--- config.mk ---
export PLATFORM = sky130hd
export DESIGN_NAME = csfs_front
export DESIGN_NICKNAME = d
export VERILOG_FILES = /design/src/csfs_pkg.sv /design/src/csfs_front.sv
export SDC_FILE = /design/constraint.sdc
export NUM_CORES = 1
export LEC_CHECK = 0
export CAP_MARGIN = 25
export CORE_AREA = 2 2 256 258
export DETAILED_ROUTE_END_ITERATION = 12
export DIE_AREA = 0 0 258 260
export DONT_BUFFER_PORTS = 1
export SLEW_MARGIN = 0
export SYNTH_ARGS = -nofsm -noshare
export SYNTH_HDL_FRONTEND = slang
export SYNTH_SLANG_ARGS = --single-unit
--- constraint.sdc ---
create_clock -name clock -period 18.5 [get_ports clock]
set_clock_uncertainty 0.05 [all_clocks]
set_input_delay 3.7 -clock clock [delete_from_list [all_inputs] [get_ports clock]]
set_output_delay 3.7 -clock clock [all_outputs]
set_load 0.03 [all_outputs]
--- src/csfs_pkg.sv ---
// Shared types and constants for the smallest-first coin selector.
// Used by csfs_front, csfs_back and the top level; no dependencies.
package csfs_pkg;

   localparam int VAL_W         = 64;
   localparam int MAX_COINS_DEF = 64;

   localparam logic [1:0] FUNC_LOAD   = 2'd0;
   localparam logic [1:0] FUNC_SELECT = 2'd1;
   localparam logic [1:0] FUNC_CLEAR  = 2'd2;
   localparam logic [1:0] FUNC_SPARE  = 2'd3;

   localparam logic [1:0] STAT_OK         = 2'd0;
   localparam logic [1:0] STAT_BAD_TARGET = 2'd1;
   localparam logic [1:0] STAT_SHORT      = 2'd2;
   localparam logic [1:0] STAT_OVERFLOW   = 2'd3;

   localparam logic [1:0] REG_CHAIN_HEIGHT = 2'd0;
   localparam logic [1:0] REG_FILTER_ON    = 2'd1;
   localparam logic [1:0] REG_TOKEN_TAG    = 2'd2;

   typedef struct packed {
      logic [1:0]       func;
      logic [VAL_W-1:0] amount;
      logic [VAL_W-1:0] unlock;
      logic [VAL_W-1:0] token;
      logic [VAL_W-1:0] tie_key;
      logic [VAL_W-1:0] target;
   } cmd_type;

   typedef struct packed {
      logic [VAL_W-1:0] amount;
      logic [VAL_W-1:0] unlock;
      logic [VAL_W-1:0] token;
      logic [VAL_W-1:0] tie_key;
   } coin_type;

   typedef struct packed {
      logic [VAL_W-1:0] chain_height;
      logic             filter_on;
      logic [VAL_W-1:0] token_tag;
   } cfg_type;

   typedef struct packed {
      logic [1:0]       status;
      logic [5:0]       coin_slot;
      logic [VAL_W-1:0] picked_amount;
      logic [VAL_W-1:0] picked_tie_key;
      logic [6:0]       pick_total;
      logic [VAL_W-1:0] change_left;
      logic             last;
   } rsp_type;

endpackage

--- src/csfs_front.sv ---
// Front end: accepts request transfers and queues them as commands.
// Two-entry queue toward csfs_back; depends on csfs_pkg.
module csfs_front (
   input  logic              clock,
   input  logic              reset,
   input  logic              req_valid,
   output logic              req_ready,
   input  csfs_pkg::cmd_type req_cmd,
   output logic              cmd_valid,
   input  logic              cmd_ready,
   output csfs_pkg::cmd_type cmd
);
   import csfs_pkg::*;

   cmd_type    q_ff [2];
   logic       wr_ptr_ff;
   logic       rd_ptr_ff;
   logic [1:0] cnt_ff;
   logic       push;
   logic       pop;

   assign req_ready = (cnt_ff != 2'd2);
   assign cmd_valid = (cnt_ff != 2'd0);
   assign cmd       = q_ff[rd_ptr_ff];
   assign push      = req_valid && req_ready;
   assign pop       = cmd_valid && cmd_ready;

   always_ff @(posedge clock) begin
      if (push) begin
         q_ff[wr_ptr_ff] <= req_cmd;
      end
   end

   always_ff @(posedge clock) begin
      if (reset) begin
         wr_ptr_ff <= 1'b0;
         rd_ptr_ff <= 1'b0;
         cnt_ff    <= 2'd0;
      end else begin
         if (push) wr_ptr_ff <= ~wr_ptr_ff;
         if (pop)  rd_ptr_ff <= ~rd_ptr_ff;
         if (push && !pop)      cnt_ff <= cnt_ff + 2'd1;
         else if (pop && !push) cnt_ff <= cnt_ff - 2'd1;
      end
   end

endmodule

Yosys cells after proc, flatten, opt, wreduce, memory -nomap -nowiden

Memory sizes are Yosys's and may differ from the RTL's. A register that Yosys moved wholly into a read port is not among the register bits.
Cells that the tools add are included.

Bits in registers: 4
Memory bits (writable): 644
Input port bits: 326
Output and inout bits: 324
Logic and storage cells: 23
Memories kept: 1

Add/sub/neg operators: 2
Equal/unequal tests: 1
Multiplexer cells: 6
Bitwise operators: 2
Reduce and logical (&&, ||, !) cells: 8

Memory list:

| memory | depth | bits a word | read ports | clocked after Yosys merged registers in | wr ports | line             | text |
|---|---|---|---|---|---|---|---|
| q_ff   | 2     | 322         | 1          | 1                                       | 1        | csfs_front.sv:15 | `cmd_type q_ff [2];` |

Operator list:

| kind                  | number |
|---|---|
| $logic_and A1 B1 Y1   | 4 |
| $mux W1               | 4 |
| $mux W2               | 2 |
| $reduce_bool A2 Y1    | 2 |
| $add A2 B1 Y2 const B | 1 |
| $logic_not A1 Y1      | 2 |
| $ne A2 B2 Y1 const B  | 1 |
| $not A1 Y1            | 2 |
| $sub A2 B1 Y2 const B | 1 |

Logic depth before layout (Yosys ltp)

Gate-level depths: netlist of the first run.

Word-level depth: 6
Mapped depth: 6
Gate-level depth less buffers: 6

Least setup slack after synthesis of the first run

No wires, ideal clock.

Path kind: in2reg
From: in req_valid
To: mem q_ff[1][0] (netlist name), enable pin
Library setup time: 728 ps
Arrival time: 11068 ps
Required time: 17722 ps
Setup slack: 6654 ps
Stages: 1
Path buffers: 0
Path through: and3_1

Cells in the longest elaborated chain, start to end: 3

RTL lines:

| what                          | line             | text |
|---|---|---|
| start, declared               | csfs_front.sv:6  | `input logic req_valid,` |
| $logic_and A1 B1 Y1           | csfs_front.sv:25 | `assign push = req_valid && req_ready;` |
| $mux W1                       | csfs_front.sv:29 | `if (push) begin` |
| $mux W1 (implied by the code) | csfs_front.sv:30 | `q_ff[wr_ptr_ff] <= req_cmd;` |
| end, declared                 | csfs_front.sv:15 |  |

Every way passes these cells.

==> metrics.csv, run 1 <==
stage,metric,value,unit
worst_setup_path,Worst EP arrival,3.49,ns
layout,multi-input logic area,3900,sq um
synth,top cell type's share of synthesized area,0.816,
timing,max-slew violations,0,
synth,Synth Warn #,0,
floorplan,row count,93,
route,DR vias/cell,4.93,
synth,syn_nets,1353,
worst_setup_path,r2r setup slk,14.40,ns
route,Routed WL,50.7,mm
worst_setup_path,cell mode on critical path,buf_4,
floorplan,I/O pins,650,
timing,slew at the pin with the worst max-slew slack,1.20,ns
worst_setup_path,Worst setup SP type,register,
power_and_ir_drop,Pwr Total,4.23,mW
route,Routed Antenna Nets,0,
route,wire length on met3,4.85,mm
clock_network,Max Root-Sink Buffers,3,
worst_setup_path,Critical R2R Capture,q_ff[0][174]$_DFFE_PP_,
timing,unrepaired setup endpoints after global routing,false,
placed_design,pre-CTS WS,11.53,ns
timing,Max Clk Rate,0.138,GHz
power_and_ir_drop,Leak Pwr,8.48,nW
worst_setup_path,WS Path Type,register to output pin,
floorplan,Die Span Y,260,um
clock_network,clk root buf,clkbuf_16,
layout,P&R area growth vs syn,12.1,%
timing,final hold vios,0,
timing,minimum clock period,7.24,ns
power_and_ir_drop,pwr/cell area,159,nW/um^2
layout,Seq. cell area,19400,sq um
route,first-iteration detailed-routing DRC count,878,
placed_design,DP Area,24500,sq um
timing,final setup violation count,0,
worst_hold_path,Hold Path End,rd_ptr_ff$_SDFFE_PP0P_,
job,Max-Cap Viols,0,
synth,Netlist cell types,20,
layout,antenna diode count,0,
synth,Mapped Area,23700,sq um
clock_network,Hold Buf Count CTS,0,
floorplan,Initial Util,0.370,
synth,mean post-synth cell area,23.1,sq um
placed_design,global placer's final weighted congestion,0.824,
clock_network,latest clock arrival within the worst-skew pair,0.59,ns
grt,first-pass GRT wire length,70.2,mm
floorplan,total core area,64100,sq um
timing,post-route setup slack,11.26,ns
route,Remaining DRCs,0,
synth,Area contributors post-synth,"edfxtp_1 (82%), mux2_2 (13%), mux2_4 (2.5%)",
route,WL per Instance,25.7,um
worst_hold_path,min-delay src,rd_ptr_ff$_SDFFE_PP0P_,
synth,post-synthesis sequential area ratio,0.820,
grt,vias in the first global route,10300,
layout,Fillers,5565,
route,DR pass1 iterations,5,
route,M1 WL,16.8,mm
clock_network,Clock Sinks,649,
grt,largest net degree at the start of global routing,159,
grt,initial antenna violation count,0,
floorplan,Die Width,258,um
layout,finished layout cell area,26600,sq um
worst_setup_path,reg2reg path depth,5,
grt,GRT overflow,0,
layout,final core occ,0.414,
worst_setup_path,Slowest Stage Delay on Critical Path,0.82,ns
timing,Fin Setup TNS,0,ns
placed_design,hpwl dp,34.6,mm
route,Top Layer Used,met4,
worst_setup_path,worst-path cell chain,buf_4 -> buf_4 -> mux2_1,
worst_setup_path,r2r startpoint,cnt_ff[0]$_SDFFE_PP0P_,
worst_hold_path,Hold Crit Depth,2,
power_and_ir_drop,maximum vdd drop,0.119,mV
synth,biggest area consumer among synthesized cells,edfxtp_1,
status,status,completed,
placed_design,Port Buffers,0,
worst_hold_path,worst hold path type,register to register,
synth,#FFs+latches synth,649,
worst_setup_path,Crit Path Max Fanout,68,
floorplan,DIE AREA,67100,sq um
layout,layout cell share with drive strength beyond 1,0.371,
worst_setup_path,required time of the critical path,14.75,ns
clock_network,CTS tree,built,
timing,relative slew slack,0.203,
clock_network,postcts setup bufs,0,
route,met2 wire length,27.5,mm
worst_setup_path,CP max-delay cell,buf_4,
timing,Final period util,0.391,
layout,fin nets,1395,
clock_network,CTS buffer count,67,
clock_network,# resized after CTS,0,
worst_setup_path,crit path capture type,output pin,
clock_network,H-tree depth,3,
grt,GRT Util Overall,0.144,
route,via count,9725,
clock_network,"Reg clk slew, reported paths",0.06,ns
synth,Synth Instances,1026,
cell usage in the layout, fill, tap and decap left out, types with 3 or more instances in the layout:
| master | count |
|---|---|
| mux2_4 | 40 |
| clkbuf_16 | 68 |
| clkbuf_1 | 18 |
| nor2_1 | 3 |
| dfxtp_1 | 4 |
| buf_4 | 7 |
| xor2_1 | 3 |
| mux2_1 | 8 |
| clkinv_1 | 14 |
| edfxtp_1 | 644 |
| mux2_2 | 274 |
| clkinv_2 | 8 |
sequential cells by signal, summed over array words and instances, names as in the netlist, named ones only:
name	cells
cnt_ff	2
rd_ptr_ff	1
q_ff	644
wr_ptr_ff	1
where the power goes:
group | switching (mW) | internal [mW] | total (mW)
combinational | 0.795 | 0.284 | 1.08
sequential | 0.0517 | 1.84 | 1.89
clock | 0.543 | 0.712 | 1.25
kinds of logic (layout without fill, tap and decap cells):
family	count (synthesis)	in the layout	synth area share
flip-flops	649	649	0.820
multiplexers	322	322	0.159
buffers and inverters	37	129	0.0159
AND/OR/NAND/NOR	9	9	0.00211
AO/OA/AOI/OAI	5	5	0.00127
XOR/XNOR	3	3	0.00111
adder cells (fa/ha/maj)	1	1	0.000528
area by class of cell:
cell class / instances / share of cell area
clock inverter: 33 / 0.0109
multi-input combinational: 340 / 0.147
timing repair buffer: 9 / 0.00348
inverter: 1 / 0.000424
sequential: 649 / 0.732
clock buffer: 86 / 0.0666
tap: 855 / 0.0403
worst max path at each step:
| stage | from | end | slack, ns | cells past startpoint |
|---|---|---|---|---|
| 3_3_place_gp | req_valid | q_ff[0][149]$_DFFE_PP_ | 11.60 | 4 |
| 5_1_grt | register | cmd[229] | 10.98 | 3 |
| 3_5_place_dp | req_valid | q_ff[0][145]$_DFFE_PP_ | 11.53 | 4 |
| 4_1_cts | register | cmd[233] | 11.16 | 3 |
| 2_1_floorplan | req_valid | q_ff[1][0]$_DFFE_PP_ | 6.65 | 1 |
| 6_report | register | cmd[233] | 11.26 | 3 |
cells in the mapped netlist:
cell type    n
o21ai_0      2
inv_1        1
nor2_1       3
mux2_4      40
mux2_1       8
xor2_1       3
or3_1        1
buf_2        5
a21bo_2      1
and2_1       1
edfxtp_1   644
ha_1         1
or2_2        1
a21oi_1      2
nand2b_1     1
dfxtp_1      5
mux2_2     274
buf_6       31
nand3b_1     1
and3_1       1
layer usage:
metal  up-vias  global-route usage
li1       4180                   -
met1      5035               0.144
met2       414               0.260
met3        96              0.0606
met4         0              0.0642
met5         -                   0
worst max-delay path: cells and delay by family (launching register included):
kind                   cells  cell delay [ns]
buffers and inverters      2             1.61
DFF                        1             0.67
muxes                      1             0.52
per-stage QoR:
| step | hold slack, ns | std cells |
|---|---|---|
| 2_1_floorplan | 0.421 | 1026 |
| 3_3_place_gp | 0.435 | 1854 |
| 3_5_place_dp | 0.447 | 1854 |
| 4_1_cts | 0.464 | 1973 |
| 5_1_grt | 0.494 | 1973 |
| 6_report | 0.458 | 1973 |
Power figures use the tool's default switching activity.
==> run 2: changes to the inputs <==
==> constraint.sdc (replaced) <==
create_clock -name clock -period 6.35 [get_ports clock]
set_clock_uncertainty 0.05 [all_clocks]
set_input_delay 1.27 -clock clock [delete_from_list [all_inputs] [get_ports clock]]
set_output_delay 1.27 -clock clock [all_outputs]
set_load 0.03 [all_outputs]
==> run 2 against run 1 <==
  * Non-clock buffer count down 1
  * Sequential power increased to 2.9 times the previous value
  * Wire length grew 0.76%
  * Power rose to 3.0 times the previous value
  * Sequential share of layout area shrank 0.66 points
  * Sequential cell count did not move
  * Global-route usage decreased by 0.11 points
  * First-iteration DRC count is 17% lower
  * Critical path depth is 1 lower
  * Critical endpoint unchanged
  * Largest cell class unchanged
  * Highest routed layer is now met5
==> metrics.csv, run 2 (synthesis gave the netlist of run 1 again) <==
stage,metric,value,unit
worst_setup_path,r2r setup slk,3.70,ns
layout,final core occ,0.418,
layout,top flop regs,"q_ff: 644 flops, cnt_ff: 2 flops",
floorplan,Die Span Y,260,um
route,DR pass1 iterations,4,
grt,vias in the first global route,10100,
layout,Fillers,5533,
clock_network,clk root buf,clkbuf_16,
worst_setup_path,crit path capture type,output pin,
clock_network,Clock Sinks,649,
timing,final hold vios,0,
grt,largest net degree at the start of global routing,172,
timing,final setup violation count,0,
layout,multi-input logic area,3900,sq um
layout,Largest register FFs,644,
layout,Biggest register,q_ff,
clock_network,H-tree depth,3,
placed_design,global placer's final weighted congestion,0.888,
worst_setup_path,Critical path buffers and inverters,1,
clock_network,Hold Buf Count CTS,0,
power_and_ir_drop,Leak Pwr,8.58,nW
clock_network,"Reg clk slew, reported paths",0.05,ns
worst_setup_path,required time of the critical path,5.03,ns
route,DR vias/cell,4.91,
power_and_ir_drop,pwr/cell area,468,nW/um^2
power_and_ir_drop,Pwr Total,12.6,mW
worst_setup_path,Slowest Stage Delay on Critical Path,0.82,ns
placed_design,hpwl dp,35.5,mm
route,WL per Instance,25.9,um
clock_network,CTS tree,built,
clock_network,Max Root-Sink Buffers,3,
floorplan,row count,93,
worst_setup_path,reg2reg path depth,3,
worst_setup_path,WS Path Type,register to output pin,
layout,antenna diode count,0,
floorplan,Die Width,258,um
floorplan,DIE AREA,67100,sq um
layout,layout cell share with drive strength beyond 1,0.377,
floorplan,total core area,64100,sq um
worst_hold_path,Hold Crit Depth,2,
worst_setup_path,family with the most delay on the worst path,flip-flops,
timing,worst hold margin,0.453,ns
clock_network,postcts setup bufs,0,
placed_design,Port Buffers,0,
worst_setup_path,Worst setup SP type,register,
worst_setup_path,Worst EP arrival,2.62,ns
layout,fin nets,1397,
worst_hold_path,min-delay src,rd_ptr_ff$_SDFFE_PP0P_,
worst_setup_path,r2r startpoint,cnt_ff[0]$_SDFFE_PP0P_,
timing,minimum clock period,3.94,ns
grt,GRT overflow,0,
timing,Final period util,0.620,
job,Max-Cap Viols,0,
layout,Seq. cell area,19400,sq um
route,Remaining DRCs,0,
floorplan,Initial Util,0.370,
timing,unrepaired setup endpoints after global routing,false,
worst_setup_path,Critical R2R Capture,q_ff[1][6]$_DFFE_PP_,
worst_setup_path,worst-path cell chain,buf_12 -> mux2_1,
floorplan,I/O pins,650,
route,Routed WL,51.1,mm
power_and_ir_drop,maximum vdd drop,0.295,mV
grt,first-pass GRT wire length,69.1,mm
clock_network,# resized after CTS,0,
worst_setup_path,CP max-delay cell,dfxtp_4,
route,Routed Antenna Nets,0,
layout,"commonest non-fill, non-tap cell in the layout",edfxtp_1,
status,status,completed,
timing,max-slew violations,0,
layout,most frequent cells in the layout,"edfxtp_1 (644), mux2_2 (274), clkbuf_16 (71)",
route,via count,9699,
route,first-iteration detailed-routing DRC count,733,
worst_hold_path,worst hold path type,register to register,
layout,P&R area growth vs syn,13.1,%
timing,Max Clk Rate,0.254,GHz
clock_network,latest clock arrival within the worst-skew pair,0.60,ns
grt,GRT Util Overall,0.143,
clock_network,CTS buffer count,70,
timing,relative slew slack,0.244,
timing,slew at the pin with the worst max-slew slack,1.13,ns
grt,initial antenna violation count,2,
worst_setup_path,Crit Path Max Fanout,116,
[run 2: cell count changes in the layout (fill, tap and decap cells not counted), sizes merged]
| cell | change |
|---|---|
| buf | -1 |
| bufinv | +4 |
| clkbuf | -6 |
| clkinv | +1 |
| clkinvlp | +1 |
| inv | +3 |
[run 2: worst register-to-register path: stages, from the launching register on]
cell      delay (ns)
dfxtp_1         0.40
nand2b_1        0.44
and3_4          0.60
buf_12          0.48
[run 2: routing by layer]
metal  track usage  vias up  wire, um
met3        0.0707      130      5380
li1              -     4192         -
met4        0.0735        4      2190
met1         0.133     4920     16100
met2         0.257      453     27400
met5             0        -        27
[run 2: worst max-delay path by stage]
stage          startpoint              endpoint  slack, ns  depth (start not counted)
4_1_cts          register              cmd[221]       2.30                          2
2_1_floorplan   req_valid  q_ff[0][0]$_DFFE_PP_      -0.32                          2
5_1_grt          register              cmd[245]       2.26                          2
3_5_place_dp     register              cmd[221]       2.97                          2
3_3_place_gp     register              cmd[221]       3.04                          2
6_report         register              cmd[233]       2.41                          2
[run 2: per-stage QoR]
step / setup TNS (ns) / std cells / area [sq um] / worst slack [ns]
5_1_grt: 0 / 1975 / 26800 / 2.26
3_5_place_dp: 0 / 1853 / 24600 / 2.97
4_1_cts: 0 / 1975 / 26800 / 2.30
2_1_floorplan: -104.56 / 1026 / 23700 / -0.325
3_3_place_gp: 0 / 1853 / 24600 / 3.04
6_report: 0 / 1975 / 26800 / 2.41
[run 2: power breakdown]
group / leakage [nW] / switching (mW) / internal [mW]
combinational: 1.43 / 2.25 / 0.838
clock: 1.09 / 1.61 / 2.32
sequential: 6.06 / 0.182 / 5.37
[run 2: cell type report]
cell class | instances | area share
flip-flops and latches | 649 | 0.725
inverters | 1 | 0.000280
clock inverters | 42 | 0.0164
multi-input cells | 340 | 0.145
repair buffers | 8 | 0.00551
well taps | 855 | 0.0399
clock buffers | 80 | 0.0675
==> run 3: changes to the inputs <==
==> constraint.sdc (replaced) <==
create_clock -name clock -period 3.3 [get_ports clock]
set_clock_uncertainty 0.05 [all_clocks]
set_input_delay 0.66 -clock clock [delete_from_list [all_inputs] [get_ports clock]]
set_output_delay 0.66 -clock clock [all_outputs]
set_load 0.03 [all_outputs]
==> run 3 against run 2 <==
  * Sequential power grew 89%
  * Wire length shrank 2.6%
  * Final cell count grew 1.0%
  * Register-to-register slack lost 2.8 ns
  * Non-clock buffer count grew 26
  * Worst setup slack lost 2.0 ns
  * Largest cell class unchanged
  * Largest power group unchanged
  * Highest routed layer unchanged
==> metrics.csv, run 3 (synthesis gave the netlist of run 1 again) <==
stage,metric,value,unit
floorplan,total core area,64100,sq um
clock_network,latest clock arrival within the worst-skew pair,0.58,ns
clock_network,Hold Buf Count CTS,0,
power_and_ir_drop,Pwr Total,24.0,mW
route,Routed Antenna Nets,0,
placed_design,hpwl dp,35.2,mm
grt,largest net degree at the start of global routing,154,
timing,Final period util,0.860,
timing,Fin Setup TNS,0,ns
clock_network,# resized after CTS,0,
layout,top flop regs,"q_ff: 644 flops, cnt_ff: 2 flops",
timing,minimum clock period,2.84,ns
clock_network,Max Root-Sink Buffers,3,
worst_setup_path,worst setup path end,cmd[315],
timing,unrepaired setup endpoints after global routing,false,
timing,relative slew slack,0.351,
layout,antenna diode count,0,
floorplan,Initial Util,0.370,
route,DR pass1 iterations,4,
power_and_ir_drop,maximum vdd drop,0.789,mV
worst_setup_path,r2r startpoint,cnt_ff[0]$_SDFFE_PP0P_,
clock_network,"Reg clk slew, reported paths",0.06,ns
floorplan,Die Width,258,um
layout,layout cell share with drive strength beyond 1,0.385,
route,DR vias/cell,4.87,
floorplan,row count,93,
worst_hold_path,worst hold path type,input port to register,
layout,Largest register FFs,644,
route,Routed WL,49.8,mm
placed_design,global placer's final weighted congestion,0.766,
worst_setup_path,reg2reg path depth,4,
grt,first-pass GRT wire length,68.2,mm
layout,Biggest register,q_ff,
timing,Max Clk Rate,0.352,GHz
floorplan,DIE AREA,67100,sq um
power_and_ir_drop,pwr/cell area,890,nW/um^2
job,Max-Cap Viols,0,
worst_setup_path,cell mode on critical path,buf_12,
layout,P&R area growth vs syn,13.7,%
timing,max-slew violations,0,
power_and_ir_drop,Leak Pwr,8.67,nW
layout,fin nets,1420,
floorplan,I/O pins,650,
route,via count,9719,
floorplan,Die Span Y,260,um
placed_design,Port Buffers,0,
worst_setup_path,Worst EP arrival,2.13,ns
clock_network,postcts setup bufs,0,
grt,GRT overflow,0,
clock_network,Clock Sinks,649,
layout,Fillers,5503,
layout,most frequent cells in the layout,"edfxtp_1 (644), mux2_2 (274), clkbuf_16 (69)",
layout,"commonest non-fill, non-tap cell in the layout",edfxtp_1,
route,WL per Instance,24.9,um
worst_setup_path,Crit Path Max Fanout,36,
grt,initial antenna violation count,4,
clock_network,H-tree depth,3,
grt,GRT Util Overall,0.140,
worst_setup_path,required time of the critical path,2.59,ns
timing,slew at the pin with the worst max-slew slack,0.974,ns
placed_design,pre-CTS WS,0.940,ns
worst_setup_path,crit path capture type,output pin,
layout,final core occ,0.420,
status,status,completed,
timing,final setup violation count,0,
timing,final hold vios,0,
worst_setup_path,Critical R2R Capture,q_ff[0][173]$_DFFE_PP_,
clock_network,CTS buffer count,67,
worst_setup_path,WS Path Type,register to output pin,
timing,post-route setup slack,0.462,ns
grt,vias in the first global route,10000,
clock_network,CTS tree,built,
worst_setup_path,r2r setup slk,0.90,ns
worst_setup_path,Worst setup SP type,register,
route,first-iteration detailed-routing DRC count,745,
worst_setup_path,CP max-delay cell,dfxtp_4,
worst_setup_path,worst-path cell chain,buf_12 -> buf_12 -> mux2_2,
worst_setup_path,Slowest Stage Delay on Critical Path,0.52,ns
route,Remaining DRCs,0,
clock_network,clk root buf,clkbuf_16,
[run 3: routing by layer]
layer  vias to the layer above  GRT usage  share of wire
li1                       4230          -              -
met1                      4963      0.141           0.33
met2                       420      0.248           0.53
met3                       100     0.0678           0.11
met4                         6     0.0535          0.029
met5                         -          0        0.00080
[run 3: worst min-delay path by stage]
stage	from	end	slack (ns)	cells after the start
final	reset	register	0.09	1
after global routing	reset	wr_ptr_ff$_SDFFE_PP0P_	0.05	1
after CTS	reset	register	0.04	1
after detailed placement	rd_ptr_ff$_SDFFE_PP0P_	register	0.44	2
after global placement	rd_ptr_ff$_SDFFE_PP0P_	rd_ptr_ff$_SDFFE_PP0P_	0.43	2
after floorplan	rd_ptr_ff$_SDFFE_PP0P_	register	0.42	2
[run 3: stage by stage]
stage          std cells  cell area, sq um  hold WS (ns)
2_1_floorplan       1026             23700         0.422
3_3_place_gp        1879             24900         0.435
3_5_place_dp        1879             24900         0.444
4_1_cts             1995             27000        0.0392
5_1_grt             1995             27000        0.0498
6_report            1995             27000        0.0893
[run 3: cell type report]
cell class | count | area, sq um | share of cell area
sequential | 649 | 19400 | 0.721
multi-input combinational | 340 | 3910 | 0.145
clock buffer | 85 | 1790 | 0.0663
tap | 855 | 1070 | 0.0397
timing repair buffer | 34 | 430 | 0.0160
clock inverter | 31 | 309 | 0.0115
inverter | 1 | 7.51 | 0.000279
[run 3: worst max-delay path: cells and delay by family, from the launching register on]
family   cells  cell delay [ns]
flops        1             0.52
buf+inv      2             0.50
mux          1             0.47
[run 3: where the power goes]
group / leakage (nW) / internal, mW / total (mW) / switching [mW]
Combinational: 1.59 / 1.75 / 6.27 / 4.52
Sequential: 6.06 / 10.3 / 10.5 / 0.243
Clock: 1.02 / 4.23 / 7.17 / 2.94
